### src/design/sparse_triplet_merge_add_core_assert.svh
// Assertion macros shared by the sparse triplet merge modules.
`ifndef SPARSE_TRIPLET_MERGE_ADD_CORE_ASSERT_SVH
`define SPARSE_TRIPLET_MERGE_ADD_CORE_ASSERT_SVH

`ifndef ASSERT_OFF
// same-cycle implication
`define STMA_ASSERT_IMP(label, clk, rst_n, ante, cons, msg) \
	label: assert property (@(posedge clk) disable iff (!rst_n) (ante) |-> (cons)) \
		else $error(msg);
// next-cycle implication
`define STMA_ASSERT_NXT(label, clk, rst_n, ante, cons, msg) \
	label: assert property (@(posedge clk) disable iff (!rst_n) (ante) |=> (cons)) \
		else $error(msg);
`else
`define STMA_ASSERT_IMP(label, clk, rst_n, ante, cons, msg)
`define STMA_ASSERT_NXT(label, clk, rst_n, ante, cons, msg)
`endif

`endif

### src/design/stma_pkg.sv
// Types and constants of the sparse triplet merge block.
package stma_pkg;

	localparam int ROW_W       = 10;
	localparam int COL_W       = 10;
	localparam int CFG_W       = 11;
	localparam int CMD_W       = 2;
	localparam int STAT_W      = 2;
	localparam int PADDR_W     = 4;
	localparam int PDATA_W     = 32;
	localparam int QUEUE_DEPTH = 2;

	// input commands
	localparam logic [CMD_W-1:0] CMD_LOAD_A = 2'd0;
	localparam logic [CMD_W-1:0] CMD_LOAD_B = 2'd1;
	localparam logic [CMD_W-1:0] CMD_MERGE  = 2'd2;

	// register indexes (paddr[3:2])
	localparam logic [1:0] REG_ROWS_A = 2'd0;
	localparam logic [1:0] REG_COLS_A = 2'd1;
	localparam logic [1:0] REG_ROWS_B = 2'd2;
	localparam logic [1:0] REG_COLS_B = 2'd3;

	// result status
	localparam logic [STAT_W-1:0] ST_OK    = 2'd0;
	localparam logic [STAT_W-1:0] ST_DIM   = 2'd1;
	localparam logic [STAT_W-1:0] ST_EMPTY = 2'd2;
	localparam logic [STAT_W-1:0] ST_OVF   = 2'd3;

	typedef enum logic [1:0] {
		OP_LOAD_A = 2'd0,
		OP_LOAD_B = 2'd1,
		OP_MERGE  = 2'd2
	} op_t;

	// control part of a queued word
	typedef struct packed {
		op_t  op;
		logic dim_bad;
	} ctl_t;

	typedef enum logic {
		BK_IDLE = 1'b0,
		BK_WALK = 1'b1
	} bk_state_t;

endpackage

### src/design/stma_ram.sv
// Generic single-write, single-read RAM with registered read data.
module stma_ram #(
	parameter int WIDTH = 52,
	parameter int DEPTH = 32
) (
	input  logic                                        clk,
	input  logic                                        we,
	input  logic [$clog2((DEPTH > 1) ? DEPTH : 2)-1:0] waddr,
	input  logic [WIDTH-1:0]                            wdata,
	input  logic [$clog2((DEPTH > 1) ? DEPTH : 2)-1:0] raddr,
	output logic [WIDTH-1:0]                            rdata
);
	logic [WIDTH-1:0] mem_q [DEPTH];

	always_ff @(posedge clk) begin
		if (we) begin
			mem_q[waddr] <= wdata;
		end
		rdata <= mem_q[raddr];
	end

endmodule

### src/design/stma_front.sv
// Front end: config registers, command accept and classification.
module stma_front #(
	parameter int MAX_DIM    = 1024,
	parameter int VALUE_BITS = 32,
	parameter int QW         = 55
) (
	input  logic                               clk,
	input  logic                               arst_n,
	input  logic                               start,
	output logic                               busy,
	input  logic [stma_pkg::CMD_W-1:0]         command,
	input  logic [stma_pkg::ROW_W-1:0]         row,
	input  logic [stma_pkg::COL_W-1:0]         col,
	input  logic signed [VALUE_BITS-1:0]       value,
	input  logic                               psel,
	input  logic                               penable,
	input  logic                               pwrite,
	input  logic [stma_pkg::PADDR_W-1:0]       paddr,
	input  logic [stma_pkg::PDATA_W-1:0]       pwdata,
	output logic [stma_pkg::PDATA_W-1:0]       prdata,
	output logic                               pready,
	input  logic                               q_full,
	output logic                               q_push,
	output logic [QW-1:0]                      q_word
);
	localparam int PAD_W = stma_pkg::PDATA_W - stma_pkg::CFG_W;

	logic [stma_pkg::CFG_W-1:0] rows_a_q, cols_a_q, rows_b_q, cols_b_q;
	logic                       accept;
	logic                       dim_bad;
	stma_pkg::ctl_t             ctl;

	function automatic logic dim_out(input logic [stma_pkg::CFG_W-1:0] d);
		return (d == '0) || (32'(d) > 32'(MAX_DIM));
	endfunction

	assign pready = 1'b1;

	always_ff @(posedge clk or negedge arst_n) begin
		if (!arst_n) begin
			rows_a_q <= stma_pkg::CFG_W'(1);
			cols_a_q <= stma_pkg::CFG_W'(1);
			rows_b_q <= stma_pkg::CFG_W'(1);
			cols_b_q <= stma_pkg::CFG_W'(1);
		end else if (psel && penable && pwrite && pready) begin
			unique case (paddr[3:2])
				stma_pkg::REG_ROWS_A: rows_a_q <= pwdata[stma_pkg::CFG_W-1:0];
				stma_pkg::REG_COLS_A: cols_a_q <= pwdata[stma_pkg::CFG_W-1:0];
				stma_pkg::REG_ROWS_B: rows_b_q <= pwdata[stma_pkg::CFG_W-1:0];
				stma_pkg::REG_COLS_B: cols_b_q <= pwdata[stma_pkg::CFG_W-1:0];
			endcase
		end
	end

	always_comb begin
		unique case (paddr[3:2])
			stma_pkg::REG_ROWS_A: prdata = {{PAD_W{1'b0}}, rows_a_q};
			stma_pkg::REG_COLS_A: prdata = {{PAD_W{1'b0}}, cols_a_q};
			stma_pkg::REG_ROWS_B: prdata = {{PAD_W{1'b0}}, rows_b_q};
			stma_pkg::REG_COLS_B: prdata = {{PAD_W{1'b0}}, cols_b_q};
		endcase
	end

	// dimension check, taken with the merge word (user keeps config stable while busy; unenforced)
	assign dim_bad = (rows_a_q != rows_b_q) || (cols_a_q != cols_b_q) ||
		dim_out(rows_a_q) || dim_out(cols_a_q) ||
		dim_out(rows_b_q) || dim_out(cols_b_q);

	assign busy   = q_full;
	assign accept = start && !busy;

	always_comb begin
		ctl.op      = stma_pkg::OP_MERGE;
		ctl.dim_bad = dim_bad;
		q_push      = 1'b0;
		unique case (command)
			stma_pkg::CMD_LOAD_A: begin
				ctl.op = stma_pkg::OP_LOAD_A;
				q_push = accept;
			end
			stma_pkg::CMD_LOAD_B: begin
				ctl.op = stma_pkg::OP_LOAD_B;
				q_push = accept;
			end
			stma_pkg::CMD_MERGE: begin
				ctl.op = stma_pkg::OP_MERGE;
				q_push = accept;
			end
			default: q_push = 1'b0; // unused code: dropped
		endcase
	end

	assign q_word = {ctl, row, col, value};

endmodule

### src/design/stma_queue.sv
// Short command queue between front and back end.
module stma_queue #(
	parameter int WIDTH = 55,
	parameter int DEPTH = 2
) (
	input  logic             clk,
	input  logic             arst_n,
	input  logic             push,
	input  logic [WIDTH-1:0] push_word,
	output logic             full,
	input  logic             pop,
	output logic [WIDTH-1:0] pop_word,
	output logic             empty
);
	`include "sparse_triplet_merge_add_core_assert.svh"

	localparam int PW = (DEPTH > 1) ? $clog2(DEPTH) : 1;
	localparam int CW = $clog2(DEPTH + 1);

	logic [WIDTH-1:0] slot_q [DEPTH];
	logic [PW-1:0]    wr_ptr_q, rd_ptr_q;
	logic [CW-1:0]    count_q;

	function automatic logic [PW-1:0] bump(input logic [PW-1:0] p);
		return (p == PW'(DEPTH - 1)) ? '0 : p + PW'(1);
	endfunction

	assign full     = (count_q == CW'(DEPTH));
	assign empty    = (count_q == '0);
	assign pop_word = slot_q[rd_ptr_q];

	always_ff @(posedge clk) begin
		if (push) begin
			slot_q[wr_ptr_q] <= push_word;
		end
	end

	always_ff @(posedge clk or negedge arst_n) begin
		if (!arst_n) begin
			wr_ptr_q <= '0;
			rd_ptr_q <= '0;
			count_q  <= '0;
		end else begin
			if (push) begin
				wr_ptr_q <= bump(wr_ptr_q);
			end
			if (pop) begin
				rd_ptr_q <= bump(rd_ptr_q);
			end
			if (push && !pop) begin
				count_q <= count_q + CW'(1);
			end else if (pop && !push) begin
				count_q <= count_q - CW'(1);
			end
		end
	end

	`STMA_ASSERT_IMP(a_q_no_overrun, clk, arst_n, push, !full, "push into full queue")
	`STMA_ASSERT_IMP(a_q_no_underrun, clk, arst_n, pop, !empty, "pop from empty queue")
	`STMA_ASSERT_IMP(a_q_count_bound, clk, arst_n, 1'b1, count_q <= CW'(DEPTH), "count beyond depth")

endmodule

### src/design/stma_back.sv
// Back end: list stores, load execution and merge walk.
module stma_back #(
	parameter int MAX_TERMS  = 32,
	parameter int VALUE_BITS = 32,
	parameter int QW         = 55
) (
	input  logic                              clk,
	input  logic                              arst_n,
	input  logic                              q_empty,
	input  logic [QW-1:0]                     q_word,
	output logic                              q_pop,
	output logic                              strobe,
	output logic [stma_pkg::ROW_W-1:0]        row_res,
	output logic [stma_pkg::COL_W-1:0]        col_res,
	output logic signed [VALUE_BITS:0]        sum_value,
	output logic                              entry_valid,
	output logic [stma_pkg::STAT_W-1:0]       status,
	output logic                              last
);
	`include "sparse_triplet_merge_add_core_assert.svh"

	localparam int AW    = (MAX_TERMS > 1) ? $clog2(MAX_TERMS) : 1;
	localparam int CNT_W = $clog2(MAX_TERMS + 1);
	localparam int VB    = VALUE_BITS;
	localparam int SW    = VALUE_BITS + 1;
	localparam int EW    = stma_pkg::ROW_W + stma_pkg::COL_W + VALUE_BITS;
	localparam int CTL_W = $bits(stma_pkg::ctl_t);

	stma_pkg::bk_state_t state_q, state_d;

	logic [CNT_W-1:0] cnt_a_q, cnt_a_d, cnt_b_q, cnt_b_d;
	logic [CNT_W-1:0] na_q, na_d, nb_q, nb_d;
	logic [CNT_W-1:0] i_q, i_d, j_q, j_d;
	logic             ovf_q, ovf_d;

	stma_pkg::ctl_t             ctl;
	logic [stma_pkg::ROW_W-1:0] ld_row;
	logic [stma_pkg::COL_W-1:0] ld_col;
	logic [VB-1:0]              ld_val;
	logic                       we_a, we_b;
	logic [EW-1:0]              rd_a, rd_b;

	logic [stma_pkg::ROW_W-1:0] a_row, b_row;
	logic [stma_pkg::COL_W-1:0] a_col, b_col;
	logic signed [SW-1:0]       a_ext, b_ext;
	logic                       a_has, b_has, a_first, b_first;

	logic                        emit;
	logic [stma_pkg::ROW_W-1:0]  e_row;
	logic [stma_pkg::COL_W-1:0]  e_col;
	logic signed [SW-1:0]        e_sum;
	logic                        e_valid, e_last;
	logic [stma_pkg::STAT_W-1:0] e_status;

	logic                        strobe_q, entry_valid_q, last_q;
	logic [stma_pkg::ROW_W-1:0]  row_q;
	logic [stma_pkg::COL_W-1:0]  col_q;
	logic signed [SW-1:0]        sum_q;
	logic [stma_pkg::STAT_W-1:0] status_q;

	assign ctl    = q_word[QW-1 -: CTL_W];
	assign ld_row = q_word[EW-1 -: stma_pkg::ROW_W];
	assign ld_col = q_word[EW-stma_pkg::ROW_W-1 -: stma_pkg::COL_W];
	assign ld_val = q_word[VB-1:0];

	// read address follows the next walk index, so data matches i_q / j_q
	stma_ram #(.WIDTH(EW), .DEPTH(MAX_TERMS)) u_ram_a (
		.clk   (clk),
		.we    (we_a),
		.waddr (cnt_a_q[AW-1:0]),
		.wdata ({ld_row, ld_col, ld_val}),
		.raddr (i_d[AW-1:0]),
		.rdata (rd_a)
	);

	stma_ram #(.WIDTH(EW), .DEPTH(MAX_TERMS)) u_ram_b (
		.clk   (clk),
		.we    (we_b),
		.waddr (cnt_b_q[AW-1:0]),
		.wdata ({ld_row, ld_col, ld_val}),
		.raddr (j_d[AW-1:0]),
		.rdata (rd_b)
	);

	assign a_row = rd_a[EW-1 -: stma_pkg::ROW_W];
	assign a_col = rd_a[EW-stma_pkg::ROW_W-1 -: stma_pkg::COL_W];
	assign a_ext = {rd_a[VB-1], rd_a[VB-1:0]};
	assign b_row = rd_b[EW-1 -: stma_pkg::ROW_W];
	assign b_col = rd_b[EW-stma_pkg::ROW_W-1 -: stma_pkg::COL_W];
	assign b_ext = {rd_b[VB-1], rd_b[VB-1:0]};

	assign a_has   = (i_q < na_q);
	assign b_has   = (j_q < nb_q);
	assign a_first = (a_row < b_row) || ((a_row == b_row) && (a_col < b_col));
	assign b_first = (a_row > b_row) || (a_col > b_col);

	always_comb begin
		state_d  = state_q;
		cnt_a_d  = cnt_a_q;
		cnt_b_d  = cnt_b_q;
		na_d     = na_q;
		nb_d     = nb_q;
		i_d      = i_q;
		j_d      = j_q;
		ovf_d    = ovf_q;
		q_pop    = 1'b0;
		we_a     = 1'b0;
		we_b     = 1'b0;
		emit     = 1'b0;
		e_row    = '0;
		e_col    = '0;
		e_sum    = '0;
		e_valid  = 1'b0;
		e_status = stma_pkg::ST_OK;
		e_last   = 1'b0;
		unique case (state_q)
			stma_pkg::BK_IDLE: begin
				i_d = '0;
				j_d = '0;
				if (!q_empty) begin
					q_pop = 1'b1;
					unique case (ctl.op)
						stma_pkg::OP_LOAD_A: begin
							if (cnt_a_q == CNT_W'(MAX_TERMS)) begin
								ovf_d = 1'b1;
							end else begin
								we_a    = 1'b1;
								cnt_a_d = cnt_a_q + CNT_W'(1);
							end
						end
						stma_pkg::OP_LOAD_B: begin
							if (cnt_b_q == CNT_W'(MAX_TERMS)) begin
								ovf_d = 1'b1;
							end else begin
								we_b    = 1'b1;
								cnt_b_d = cnt_b_q + CNT_W'(1);
							end
						end
						stma_pkg::OP_MERGE: begin
							na_d    = cnt_a_q;
							nb_d    = cnt_b_q;
							cnt_a_d = '0;
							cnt_b_d = '0;
							ovf_d   = 1'b0;
							priority if (ctl.dim_bad) begin
								emit     = 1'b1;
								e_status = stma_pkg::ST_DIM;
								e_last   = 1'b1;
							end else if (ovf_q) begin
								emit     = 1'b1;
								e_status = stma_pkg::ST_OVF;
								e_last   = 1'b1;
							end else if ((cnt_a_q == '0) && (cnt_b_q == '0)) begin
								emit     = 1'b1;
								e_status = stma_pkg::ST_EMPTY;
								e_last   = 1'b1;
							end else begin
								state_d = stma_pkg::BK_WALK;
							end
						end
						default: q_pop = 1'b1;
					endcase
				end
			end
			stma_pkg::BK_WALK: begin
				emit    = 1'b1;
				e_valid = 1'b1;
				priority if (a_has && b_has && a_first) begin
					e_row = a_row;
					e_col = a_col;
					e_sum = a_ext;
					i_d   = i_q + CNT_W'(1);
				end else if (a_has && b_has && b_first) begin
					e_row = b_row;
					e_col = b_col;
					e_sum = b_ext;
					j_d   = j_q + CNT_W'(1);
				end else if (a_has && b_has) begin
					// same coordinate: one entry with the sum, kept even if zero
					e_row = a_row;
					e_col = a_col;
					e_sum = a_ext + b_ext;
					i_d   = i_q + CNT_W'(1);
					j_d   = j_q + CNT_W'(1);
				end else if (a_has) begin
					e_row = a_row;
					e_col = a_col;
					e_sum = a_ext;
					i_d   = i_q + CNT_W'(1);
				end else begin
					e_row = b_row;
					e_col = b_col;
					e_sum = b_ext;
					j_d   = j_q + CNT_W'(1);
				end
				e_last = (i_d == na_q) && (j_d == nb_q);
				if (e_last) begin
					state_d = stma_pkg::BK_IDLE;
				end
			end
			default: state_d = stma_pkg::BK_IDLE;
		endcase
	end

	always_ff @(posedge clk or negedge arst_n) begin
		if (!arst_n) begin
			state_q  <= stma_pkg::BK_IDLE;
			cnt_a_q  <= '0;
			cnt_b_q  <= '0;
			na_q     <= '0;
			nb_q     <= '0;
			i_q      <= '0;
			j_q      <= '0;
			ovf_q    <= 1'b0;
			strobe_q <= 1'b0;
		end else begin
			state_q  <= state_d;
			cnt_a_q  <= cnt_a_d;
			cnt_b_q  <= cnt_b_d;
			na_q     <= na_d;
			nb_q     <= nb_d;
			i_q      <= i_d;
			j_q      <= j_d;
			ovf_q    <= ovf_d;
			strobe_q <= emit;
		end
	end

	always_ff @(posedge clk) begin
		if (emit) begin
			row_q         <= e_row;
			col_q         <= e_col;
			sum_q         <= e_sum;
			entry_valid_q <= e_valid;
			status_q      <= e_status;
			last_q        <= e_last;
		end
	end

	assign strobe      = strobe_q;
	assign row_res     = row_q;
	assign col_res     = col_q;
	assign sum_value   = sum_q;
	assign entry_valid = entry_valid_q;
	assign status      = status_q;
	assign last        = last_q;

	`STMA_ASSERT_IMP(a_bk_walk_has_work, clk, arst_n, state_q == stma_pkg::BK_WALK, a_has || b_has, "walk with both lists drained")
	`STMA_ASSERT_IMP(a_bk_status_last, clk, arst_n, strobe_q && !entry_valid_q, last_q, "status word not marked last")
	`STMA_ASSERT_NXT(a_bk_merge_clears, clk, arst_n, (state_q == stma_pkg::BK_IDLE) && (state_d == stma_pkg::BK_WALK), (cnt_a_q == '0) && (cnt_b_q == '0) && !ovf_q, "counts not cleared at merge")

endmodule

### src/design/sparse_triplet_merge_add_core.sv
// Top level of the sparse coordinate-list matrix add engine.
//
//  channel   handshake                        payload
//  --------  -------------------------------  ----------------------------------------
//  command   start / busy (start && !busy)    command, row, col, value
//  result    strobe (one cycle, no stall)     row_res, col_res, sum_value, entry_valid,
//                                             status, last
//  config    APB psel/penable/pwrite, pready  paddr, pwdata, prdata
//
//  Loads: one word per cycle sustained while no merge walk holds the queue;
//    each passes through the queue and is written to its list store by the back end.
//  Merge: the back end walks both stores one entry per cycle through the
//    registered RAM read port; a status-only merge gives one status word.
//  busy is high while the two-word command queue is full, i.e. while words
//    pile up behind a merge walk. Results cannot be stalled.
//  Reset (arst_n low) clears counts, overflow flag, queue and config (all
//    dimensions to 1); list stores are not cleared and need no clearing pass.
module sparse_triplet_merge_add_core #(
	parameter int MAX_TERMS  = 32,
	parameter int MAX_DIM    = 1024,
	parameter int VALUE_BITS = 32
) (
	input  logic                             clk,
	input  logic                             arst_n,
	// command word
	input  logic                             start,
	output logic                             busy,
	input  logic [stma_pkg::CMD_W-1:0]       command,
	input  logic [stma_pkg::ROW_W-1:0]       row,
	input  logic [stma_pkg::COL_W-1:0]       col,
	input  logic signed [VALUE_BITS-1:0]     value,
	// config
	input  logic                             psel,
	input  logic                             penable,
	input  logic                             pwrite,
	input  logic [stma_pkg::PADDR_W-1:0]     paddr,
	input  logic [stma_pkg::PDATA_W-1:0]     pwdata,
	output logic [stma_pkg::PDATA_W-1:0]     prdata,
	output logic                             pready,
	// result word
	output logic                             strobe,
	output logic [stma_pkg::ROW_W-1:0]       row_res,
	output logic [stma_pkg::COL_W-1:0]       col_res,
	output logic signed [VALUE_BITS:0]       sum_value,
	output logic                             entry_valid,
	output logic [stma_pkg::STAT_W-1:0]      status,
	output logic                             last
);
	// queued word: control, row, col, value
	localparam int QW = $bits(stma_pkg::ctl_t) + stma_pkg::ROW_W + stma_pkg::COL_W +
		VALUE_BITS;

	logic          q_full, q_push, q_empty, q_pop;
	logic [QW-1:0] q_in_word, q_out_word;

	// front: config registers, dimension check, command classification
	stma_front #(
		.MAX_DIM    (MAX_DIM),
		.VALUE_BITS (VALUE_BITS),
		.QW         (QW)
	) u_front (
		.clk     (clk),
		.arst_n  (arst_n),
		.start   (start),
		.busy    (busy),
		.command (command),
		.row     (row),
		.col     (col),
		.value   (value),
		.psel    (psel),
		.penable (penable),
		.pwrite  (pwrite),
		.paddr   (paddr),
		.pwdata  (pwdata),
		.prdata  (prdata),
		.pready  (pready),
		.q_full  (q_full),
		.q_push  (q_push),
		.q_word  (q_in_word)
	);

	// decouples accept from execution so loads keep flowing one per cycle outside merge walks
	stma_queue #(
		.WIDTH (QW),
		.DEPTH (stma_pkg::QUEUE_DEPTH)
	) u_queue (
		.clk       (clk),
		.arst_n    (arst_n),
		.push      (q_push),
		.push_word (q_in_word),
		.full      (q_full),
		.pop       (q_pop),
		.pop_word  (q_out_word),
		.empty     (q_empty)
	);

	// back: list stores, counts, merge walk, result register
	stma_back #(
		.MAX_TERMS  (MAX_TERMS),
		.VALUE_BITS (VALUE_BITS),
		.QW         (QW)
	) u_back (
		.clk         (clk),
		.arst_n      (arst_n),
		.q_empty     (q_empty),
		.q_word      (q_out_word),
		.q_pop       (q_pop),
		.strobe      (strobe),
		.row_res     (row_res),
		.col_res     (col_res),
		.sum_value   (sum_value),
		.entry_valid (entry_valid),
		.status      (status),
		.last        (last)
	);

endmodule

### config.mk
export PLATFORM = sky130hd
export DESIGN_NAME = sparse_triplet_merge_add_core
export DESIGN_NICKNAME = d
export VERILOG_FILES = /design/src/design/stma_pkg.sv /design/src/design/stma_ram.sv /design/src/design/stma_front.sv /design/src/design/stma_queue.sv /design/src/design/stma_back.sv /design/src/design/sparse_triplet_merge_add_core.sv
export VERILOG_INCLUDE_DIRS = /design/src /design/src/design
export SDC_FILE = /design/constraint.sdc
export NUM_CORES = 2
export LEC_CHECK = 0
export ABC_CLOCK_PERIOD_IN_PS = 4000
export BUFFER_PORTS_ARGS = -buffer_cell sky130_fd_sc_hd__buf_2
export CAP_MARGIN = 5
export CORE_MARGIN = 4
export CORE_UTILIZATION = 30
export CTS_CLUSTER_DIAMETER = 100
export DETAILED_ROUTE_END_ITERATION = 10
export MAX_ROUTING_LAYER = met4
export REMOVE_ABC_BUFFERS = 1
export SYNTH_ARGS = -nofsm -noshare
export SYNTH_HDL_FRONTEND = slang
export SYNTH_SLANG_ARGS = --single-unit
### constraint.sdc
create_clock -name clk -period 4 [get_ports clk]
set_input_delay 0.6 -clock clk [delete_from_list [all_inputs] [get_ports clk]]
set_output_delay 0.6 -clock clk [all_outputs]
set_load 0.01 [all_outputs]
==> metrics <==
Final Wtd Congestion=0.880; Clk Latency, worst-skew pair=a little under 1 ns; Sink Count=between 3000 and 4000; number of flops mapped to enable cells by yosys=between 3000 and 4000; Storage cell area=~0.11 mm²; initial DRC count=12900; final setup vio count=8; top post-synthesis cells by area=edfxtp_1 (73%), mux4_2 (2.6%), nand2_1 (1.9%); Most used DFF post-synth=edfxtp_1; Least-Margin Pin Slew=1.33 ns; Max Buffers Root-to-Sink=4; vias in the first global route=86900; mapped cell area=0.144 mm²; delay-heaviest family, CP=compound AO/OA/AOI/OAI gates; fin. max-slew vios=0; failing checks=setup timing; Slew HR=0.112; pwr/cell area=a little under 600 mW/mm²; first-pass GRT wire length=approximately 650000 µm; Die W=~700 µm; htree depth=5; initial core utilization=0.301; fraction of synthesized cell area in xor and xnor cells=0.00486; DRC=0; die span in y=between 700 and 800 µm; share of cells above drive strength 1=0.242; largest net degree at the start of global routing=107; static leakage power=roughly 58 nW; dpl ws=-1.05 ns; Hold WS=between 0.1 and 0.15 ns; synthesized flop and latch total=3686; outcome=finished with violations; CP max-delay cell=a211o_1; multi-input logic area=between 0.03 and 0.04 mm²; RSZ-0062 raised after global routing=yes; post-DR wirelength/cell=~28 µm; Clock Skew=0.0583 ns; startpoint types=flop; CTS buffer count=380; Worst EP required=about 4.8 ns; Setup CP Type=flop to flop; vias per cell=between 5 and 6; via count=around 91000; Tmin final=about 4.1 ns; total grt overflow=0; Synth Area in Adders=0.00647; # fillers=approximately 44000; final core area utilization=0.374; largest family of logic cells by synthesized area=compound AO/OA/AOI/OAI gates; die area=0.492 mm²; TritonCTS clock tree=yes; Synth Area in Compound Gates=0.0921; initial antenna violation count=28; Final Routed Wirelength=474000 µm; synth unique cells=95; Root Buffer=clkbuf_16; slowest cell delay on critical path=between 0.4 and 0.5 ns; Synth Instances=8956; worst ir drop on vdd=around 0.0005 V; hpwl dp=276000 µm; Core ar.=roughly 0.48 mm²; sequential share of the synthesized area=0.757; mux share of post-synthesis cell area=0.0518; leading area contributor after synthesis=edfxtp_1; critical path endpoint category=flop; Max Fclk=between 0.2 and 0.25 GHz; synth-to-layout area growth=24.2%; I/O Buffers=around 140; total of max-cap violations=0; First-pass DRT Iterations=8; syn_area_per_cell=around 16 µm²; Reg clk slew, reported paths=0.06 ns; crit share post-route=1.02; worst path arrival time=4.86 ns; Synth top area share=0.728; Final nets=just over 10000; site row count=roughly 250; type of the worst min-delay path=primary input to async pin; ys async rst share=0.0236; io pins=about 190; Final ANT Viol Nets=0; simple-gate share of the synthesized area=0.0658; final worst slack=-0.0629 ns; critical path peak fanout=8; Final Hold Fails=0; Buffers & Inverters on Critical Path=6; Warnings, synthesis=0; CP Cell Sequence=ha_4 -> nand4_1 -> a211o_1 -> buf_6 -> o2111a_1 -> buf_6 -> o32ai_4 -> xor2_4 -> nand2_4 -> clkinv_8 -> buf_16 -> buf_4 -> buf_4 -> mux4_2 -> a221oi_4 -> o2111ai_1; overall routing resource usage=0.188
## cell families after synthesis
| family | count (synthesis) |
|---|---|
| multiplexers | 524 |
| adder cells (fa/ha/maj) | 74 |
| buffers and inverters | 730 |
| AND/OR/NAND/NOR | 1906 |
| flip-flops | 3686 |
| AO/OA/AOI/OAI | 1954 |
| XOR/XNOR | 80 |
| other | 2 |
## path summary, 6_finish.rpt
| path | start | to | slack, ns | cells after the start |
|---|---|---|---|---|
| worst min register to register | u_queue.count_q[1]$_DFFE_PN0P_ | u_queue.count_q[1]$_DFFE_PN0P_ | 0.52 | 1 |
| worst min-delay path | arst_n | u_front.rows_a_q[6]$_DFFE_PN0P_ | 0.13 | 2 |
| worst max-delay path | u_back.u_ram_a.rdata[36]$_DFF_P_ | u_back.u_ram_b.rdata[13]$_DFF_P_ | -0.06 | 16 |
| worst max register to register | u_back.u_ram_a.rdata[36]$_DFF_P_ | u_back.u_ram_b.rdata[13]$_DFF_P_ | -0.06 | 16 |
| min in group clk | command[0] | u_queue.slot_q[1][53]$_DFFE_PP_ | 0.18 | 2 |
| max in group asynchronous | arst_n | u_back.state_q$_DFF_PN0_ | 2.95 | 3 |
## routing by layer
| metal | vias up | share of wire | global-route usage |
|---|---|---|---|
| li1 | 38300 | - | - |
| met1 | 47300 | 0.41 | 0.260 |
| met2 | 5052 | 0.44 | 0.277 |
| met3 | 793 | 0.11 | 0.0381 |
| met4 | 0 | 0.035 | 0.0618 |
| met5 | - | 0 | - |
## cells in the final DEF (no fill, tap or decap), types with 133 or more instances in the layout
| master | count |
|---|---|
| o22ai_1 | 212 |
| nor2_1 | 133 |
| mux2i_1 | 255 |
| nand2_1 | 737 |
| nand3_1 | 264 |
| buf_12 | 246 |
| edfxtp_1 | 3495 |
| mux4_2 | 168 |
| o211ai_1 | 167 |
| clkbuf_16 | 401 |
| buf_2 | 141 |
| a21oi_1 | 401 |
| o21ai_0 | 272 |
| o221ai_1 | 274 |
| or3_1 | 156 |
| nand3b_1 | 214 |
| buf_4 | 769 |
## cell usage after synthesis, types with 11 or more instances
library cell,count
edfxtp_1,3495
nand2_1,748
a21oi_1,449
clkbuf_1,435
o21ai_0,295
o221ai_1,281
nand3_1,267
mux2i_1,256
o22ai_1,232
nand3b_1,214
nor2_1,205
mux4_2,168
o211ai_1,167
or3_1,157
buf_2,139
nor4_1,108
dfxtp_1,104
o311ai_0,101
mux2_2,100
dfrtp_1,83
nand4_1,81
a31oi_1,77
ha_1,73
inv_1,60
a221oi_1,57
nor3_1,56
o2111ai_1,55
o31ai_1,54
buf_1,44
xnor2_1,44
buf_4,42
o32ai_1,37
xor2_1,36
a211oi_1,33
and3_1,26
a21o_1,14
a22oi_1,12
a222oi_1,11
a2bb2oi_1,11
nand2b_1,11
## flip-flops by register name (all words and copies together) (netlist names), 6 cells and up
signal and flops:
u_back.u_ram_a.mem_q 1664, u_front.cols_a_q 11, u_front.cols_b_q 11, u_queue.slot_q 110
u_front.rows_b_q 11, u_back.sum_value 33, u_front.rows_a_q 11, u_back.j_q 6
u_back.cnt_b_q 6, u_back.u_ram_b.rdata 52, u_back.u_ram_b.mem_q 1664, u_back.na_q 6
u_back.u_ram_a.rdata 52, u_back.nb_q 6, u_back.col_res 10, u_back.cnt_a_q 6
u_back.row_res 10, u_back.i_q 6
## timing repair
item,CTS,global route
hold buffers,65,0
endpoints found under the setup margin,109,108
endpoints found under the hold margin,179,0
setup buffers,87,64
gates resized for setup,237,296
pin swaps,59,108
cloned,19,17
## cell type report
class,count,share of cell area
Inverter,65,0.00173
Sequential cell,3686,0.610
Timing Repair Buffer,1354,0.0815
Clock inverter,190,0.0106
Multi-Input combinational cell,4560,0.193
Tap cell,6400,0.0447
Clock buffer,512,0.0582
Antenna cell,17,0.000238
## through the flow
stage | power (W) | setup TNS [ns] | instance area [µm²] | std cells
after floorplan | 0.0572 | - | 141000 | 8311
after global placement | 0.0703 | -30.49 | 161000 | 15800
after CTS | 0.106 | -0.0816 | 177000 | 16700
final | 0.106 | -0.270 | 179000 | 16800
after detailed placement | 0.0706 | -29.35 | 161000 | 15800
after global routing | 0.110 | -1.21 | 179000 | 16800
## where the power goes
part           total [W]  leakage [nW]  internal [W]  switching (W)
combinational     0.0225          19.0       0.00702         0.0154
sequential        0.0489          33.5        0.0479        0.00104
clock             0.0351          6.04        0.0200         0.0151
No activity file was read; power rests on OpenSTA's default activity.
